**src/osprc_cell.sv**
```systemverilog
// One restoring-division step: resolves quotient bit K.
module osprc_cell #(
	parameter int NW = 32,
	parameter int DW = 32,
	parameter int QB = 32,
	parameter int SW = 8,
	parameter int K  = 0
) (
	input  logic          clk,
	input  logic          arst_n,
	input  logic          en,
	input  logic          v_i,
	input  logic [NW-1:0] rem_i,
	input  logic [DW-1:0] d_i,
	input  logic [QB-1:0] q_i,
	input  logic [SW-1:0] side_i,
	output logic          v_o,
	output logic [NW-1:0] rem_o,
	output logic [DW-1:0] d_o,
	output logic [QB-1:0] q_o,
	output logic [SW-1:0] side_o
);
	localparam int CW = (NW > DW + K) ? NW : DW + K;

	logic [CW-1:0] rem_w;
	logic [CW-1:0] sh_w;
	logic          ge;
	logic          v_q;
	logic [NW-1:0] rem_q;
	logic [DW-1:0] d_q;
	logic [QB-1:0] q_q;
	logic [SW-1:0] side_q;

	assign rem_w = CW'(rem_i);
	assign sh_w  = CW'(d_i) << K;
	assign ge    = rem_w >= sh_w;

	always_ff @(posedge clk or negedge arst_n) begin
		if (!arst_n) begin
			v_q <= 1'b0;
		end else if (en) begin
			v_q <= v_i;
		end
	end

	always_ff @(posedge clk) begin
		if (en) begin
			rem_q  <= ge ? NW'(rem_w - sh_w) : rem_i;
			d_q    <= d_i;
			q_q    <= q_i | (QB'(ge) << K);
			side_q <= side_i;
		end
	end

	assign v_o    = v_q;
	assign rem_o  = rem_q;
	assign d_o    = d_q;
	assign q_o    = q_q;
	assign side_o = side_q;
endmodule

```
**src/osprc_chain.sv**
```systemverilog
// Row of QB division cells, most significant quotient bit first.
module osprc_chain #(
	parameter int NW = 32,
	parameter int DW = 32,
	parameter int QB = 32,
	parameter int SW = 8
) (
	input  logic          clk,
	input  logic          arst_n,
	input  logic          en,
	input  logic          v_i,
	input  logic [NW-1:0] num_i,
	input  logic [DW-1:0] d_i,
	input  logic [SW-1:0] side_i,
	output logic          v_o,
	output logic [QB-1:0] q_o,
	output logic [SW-1:0] side_o
);
	logic          v_a    [QB+1];
	logic [NW-1:0] rem_a  [QB+1];
	logic [DW-1:0] d_a    [QB+1];
	logic [QB-1:0] q_a    [QB+1];
	logic [SW-1:0] side_a [QB+1];

	assign v_a[0]    = v_i;
	assign rem_a[0]  = num_i;
	assign d_a[0]    = d_i;
	assign q_a[0]    = '0;
	assign side_a[0] = side_i;

	for (genvar i = 0; i < QB; i++) begin : g_cell
		osprc_cell #(
			.NW(NW), .DW(DW), .QB(QB), .SW(SW), .K(QB - 1 - i)
		) u_cell (
			.clk    (clk),
			.arst_n (arst_n),
			.en     (en),
			.v_i    (v_a[i]),
			.rem_i  (rem_a[i]),
			.d_i    (d_a[i]),
			.q_i    (q_a[i]),
			.side_i (side_a[i]),
			.v_o    (v_a[i+1]),
			.rem_o  (rem_a[i+1]),
			.d_o    (d_a[i+1]),
			.q_o    (q_a[i+1]),
			.side_o (side_a[i+1])
		);
	end

	assign v_o    = v_a[QB];
	assign q_o    = q_a[QB];
	assign side_o = side_a[QB];
endmodule

```
**config.mk**
```make
export PLATFORM = sky130hd
export DESIGN_NAME = osprc_chain
export DESIGN_NICKNAME = d
export VERILOG_FILES = /design/src/osprc_cell.sv /design/src/osprc_chain.sv
export SDC_FILE = /design/constraint.sdc
export NUM_CORES = 2
export LEC_CHECK = 0
export ABC_AREA = 1
export BUFFER_PORTS_ARGS = -buffer_cell sky130_fd_sc_hd__buf_2
export CORE_MARGIN = 2
export CORE_UTILIZATION = 50
export DETAILED_ROUTE_END_ITERATION = 10
export GPL_TIMING_DRIVEN = 0
export PLACE_DENSITY = 0.7
export SETUP_SLACK_MARGIN = 0.4
export SLEW_MARGIN = 30
export SYNTH_ARGS = -nofsm -noshare
export SYNTH_HDL_FRONTEND = slang
export SYNTH_HIERARCHICAL = 1
export SYNTH_SLANG_ARGS = --single-unit
```
**constraint.sdc**
```tcl
create_clock -name clk -period 4.7 [get_ports clk]
set_input_delay 0.47 -clock clk [delete_from_list [all_inputs] [get_ports clk]]
set_output_delay 0.47 -clock clk [all_outputs]
set_load 0.01 [all_outputs]
```
==> metrics.txt <==
final setup fails 0; CP startpoint en; Clock Power Share 38.1%; Starting Density 50.2%; Setup TNS 0 ps; metal3 WL 14.2 mm; Reg clk slew, reported paths 60 ps; routed wl met2 170 mm; DPL Wire Length 256 mm; vias per std cell 5.00; Max Root-Sink Buffers 4; Area after DPL 0.157 mm^2; hold_ws 128 ps; Leakage 72.3 nW; via total after detailed routing 92700; maximum clock frequency 0.252 GHz; Mapped Cells 13700; Final Slew Violations 0; multi-input logic area 0.0424 mm^2; TritonCTS clock tree done; ANT nets after route 0; first-pass GRT wire length 513 mm; WL per Instance 18.2 um; max_cap viols 0; RSZ-0062 raised after global routing no; CP Launch Type input port; Storage cell area 0.0988 mm^2; die area 0.305 mm^2; Die Ht 552 um; Power Dens Cells 402 mW/mm^2; critical register-to-register path startpoint g_cell[15].u_cell/rem_o[15]$_DFFE_PP_; # IOs 117; CTS Buf Count 338; Area Overhead vs Synth 12.0%; Die Wd 552 um; pre-CTS WS 199 ps; Net Sw Frac 24.5%; cell area after layout 0.168 mm^2; Clock Sinks 3296; Row Count 201; clock skew 80.8 ps; DRT met1 WL 137 mm; routed wire length 338 mm; Critical Path AT 4480 ps; peak fanout along the critical path 127; P_int 51.1 mW; initial antenna violation count 3; nets@finish 14900; Worst EP required 5210 ps; DR top layer met4; fill count 25100; clock latency on the worst-skew pair 950 ps; Rel. slew slack 31.8%; crit share post-route 84.4%; Final Hold Violating Endpoints 0; RePlAce Congestion 0.955; min Tclk post-route 3970 ps; worst slew pin tran 1020 ps; outcome complete, no violations; core footprint 0.299 mm^2; Pwr Total 67.7 mW; synthesized area 0.150 mm^2; sequential share of power 52.5%; vias in the first global route 90100; DR pass1 iterations 8; Resize count post-CTS 0; Post-CTS Setup Inserts 0; overall routing resource usage 21.8%; final worst setup slack 734 ps; logic gate share of total power 9.4%; mean post-synth cell area 11.0 um^2; VDD IR-drop max 0.358 mV; remaining global-route overflow 0; root buf cell clkbuf_16; largest net degree at the start of global routing 138; DR DRC count 0; port buffer count 116; CTS H-tree depth 5; Psw 16.5 mW; worst min path class in -> async; initial DRC count 7312; share of cells above drive strength 1 9.00%; Crit Path Class in -> reg; Worst setup EP type flop; YS warnings 6
-- through the flow --
step / instances / util [%]
finish: 18500 / 56.2
global route: 18500 / 56.2
CTS: 18500 / 56.2
detailed placement: 17800 / 52.3
global placement: 17800 / 52.1
floorplan: 13700 / -
-- flip-flops by register name, summed over array words and instances, names as in the netlist --
| register | cells |
|---|---|
| g_cell.u_cell/d_o | 992 |
| g_cell.u_cell/side_o | 256 |
| g_cell.u_cell/q_o | 1024 |
| g_cell.u_cell/v_o | 32 |
| g_cell.u_cell/rem_o | 992 |
-- power groups by stage --
stage / clock network, mW / logic (mW) / registers [mW]
5_1_grt: 27.7 / 7.20 / 35.7
3_5_place_dp: 0 / 6.25 / 36.1
6_report: 25.8 / 6.36 / 35.5
2_1_floorplan: 0 / 4.27 / 35.5
4_1_cts: 26.5 / 6.33 / 35.5
3_3_place_gp: 0 / 5.68 / 38.5
-- placed cells by master, fill, tap and decap left out, types with 48 or more instances in the layout --
cell type,n
nand4_1,351
clkbuf_1,73
inv_1,2104
nand2_1,3937
nand2_2,174
buf_2,159
a21oi_1,276
buf_6,48
nor2_1,1155
ha_1,528
xor2_1,189
edfxtp_1,3264
nor2_2,96
clkinv_1,74
nand3_2,80
nand3_1,767
nor3_1,77
dlygate4sd3_1,75
clkinv_2,61
clkbuf_16,340
-- worst max-delay path, cell delays in order --
cell	delay, ps
dlygate4sd3_1	570
buf_12	330
buf_16	330
buf_16	420
buf_16	430
buf_16	360
buf_16	430
buf_16	430
-- what timing repair did --
action	CTS	global route
endpoints found under the hold margin	144	0
hold buffers	75	0
endpoints found under the setup margin	0	154
-- per-layer routing --
| metal | vias up | GRT usage [%] |
|---|---|---|
| li1 | 46600 | - |
| met1 | 43300 | 26.8 |
| met2 | 2150 | 38.6 |
| met3 | 665 | 2.41 |
| met4 | 0 | 10.3 |
| met5 | - | 0 |
-- layout make-up --
cell class	instances	share of cell area [%]
inverters	2152	4.80
plain buffers	127	0.637
clock inverters	208	1.22
well taps	3958	2.94
repair buffers	221	1.29
diodes	17	0.0253
clock buffers	400	5.17
multi-input cells	8147	25.2
flip-flops and latches	3296	58.7
-- final timing paths --
check,depth (start not counted),slack [ps],endpoint
worst max register to register,13,1520,g_cell[16].u_cell/q_o[15]$_DFFE_PP_
max in group asynchronous,2,4120,g_cell[10].u_cell/v_o$_DFFE_PN0P_
worst max-delay path,8,730,g_cell[15].u_cell/side_o[6]$_DFFE_PP_
worst min register to register,0,360,g_cell[13].u_cell/q_o[14]$_DFFE_PP_
min in group clk,2,250,g_cell[0].u_cell/rem_o[1]$_DFFE_PP_
worst min-delay path,2,130,g_cell[24].u_cell/v_o$_DFFE_PN0P_
(Power assumes the default switching activity.)
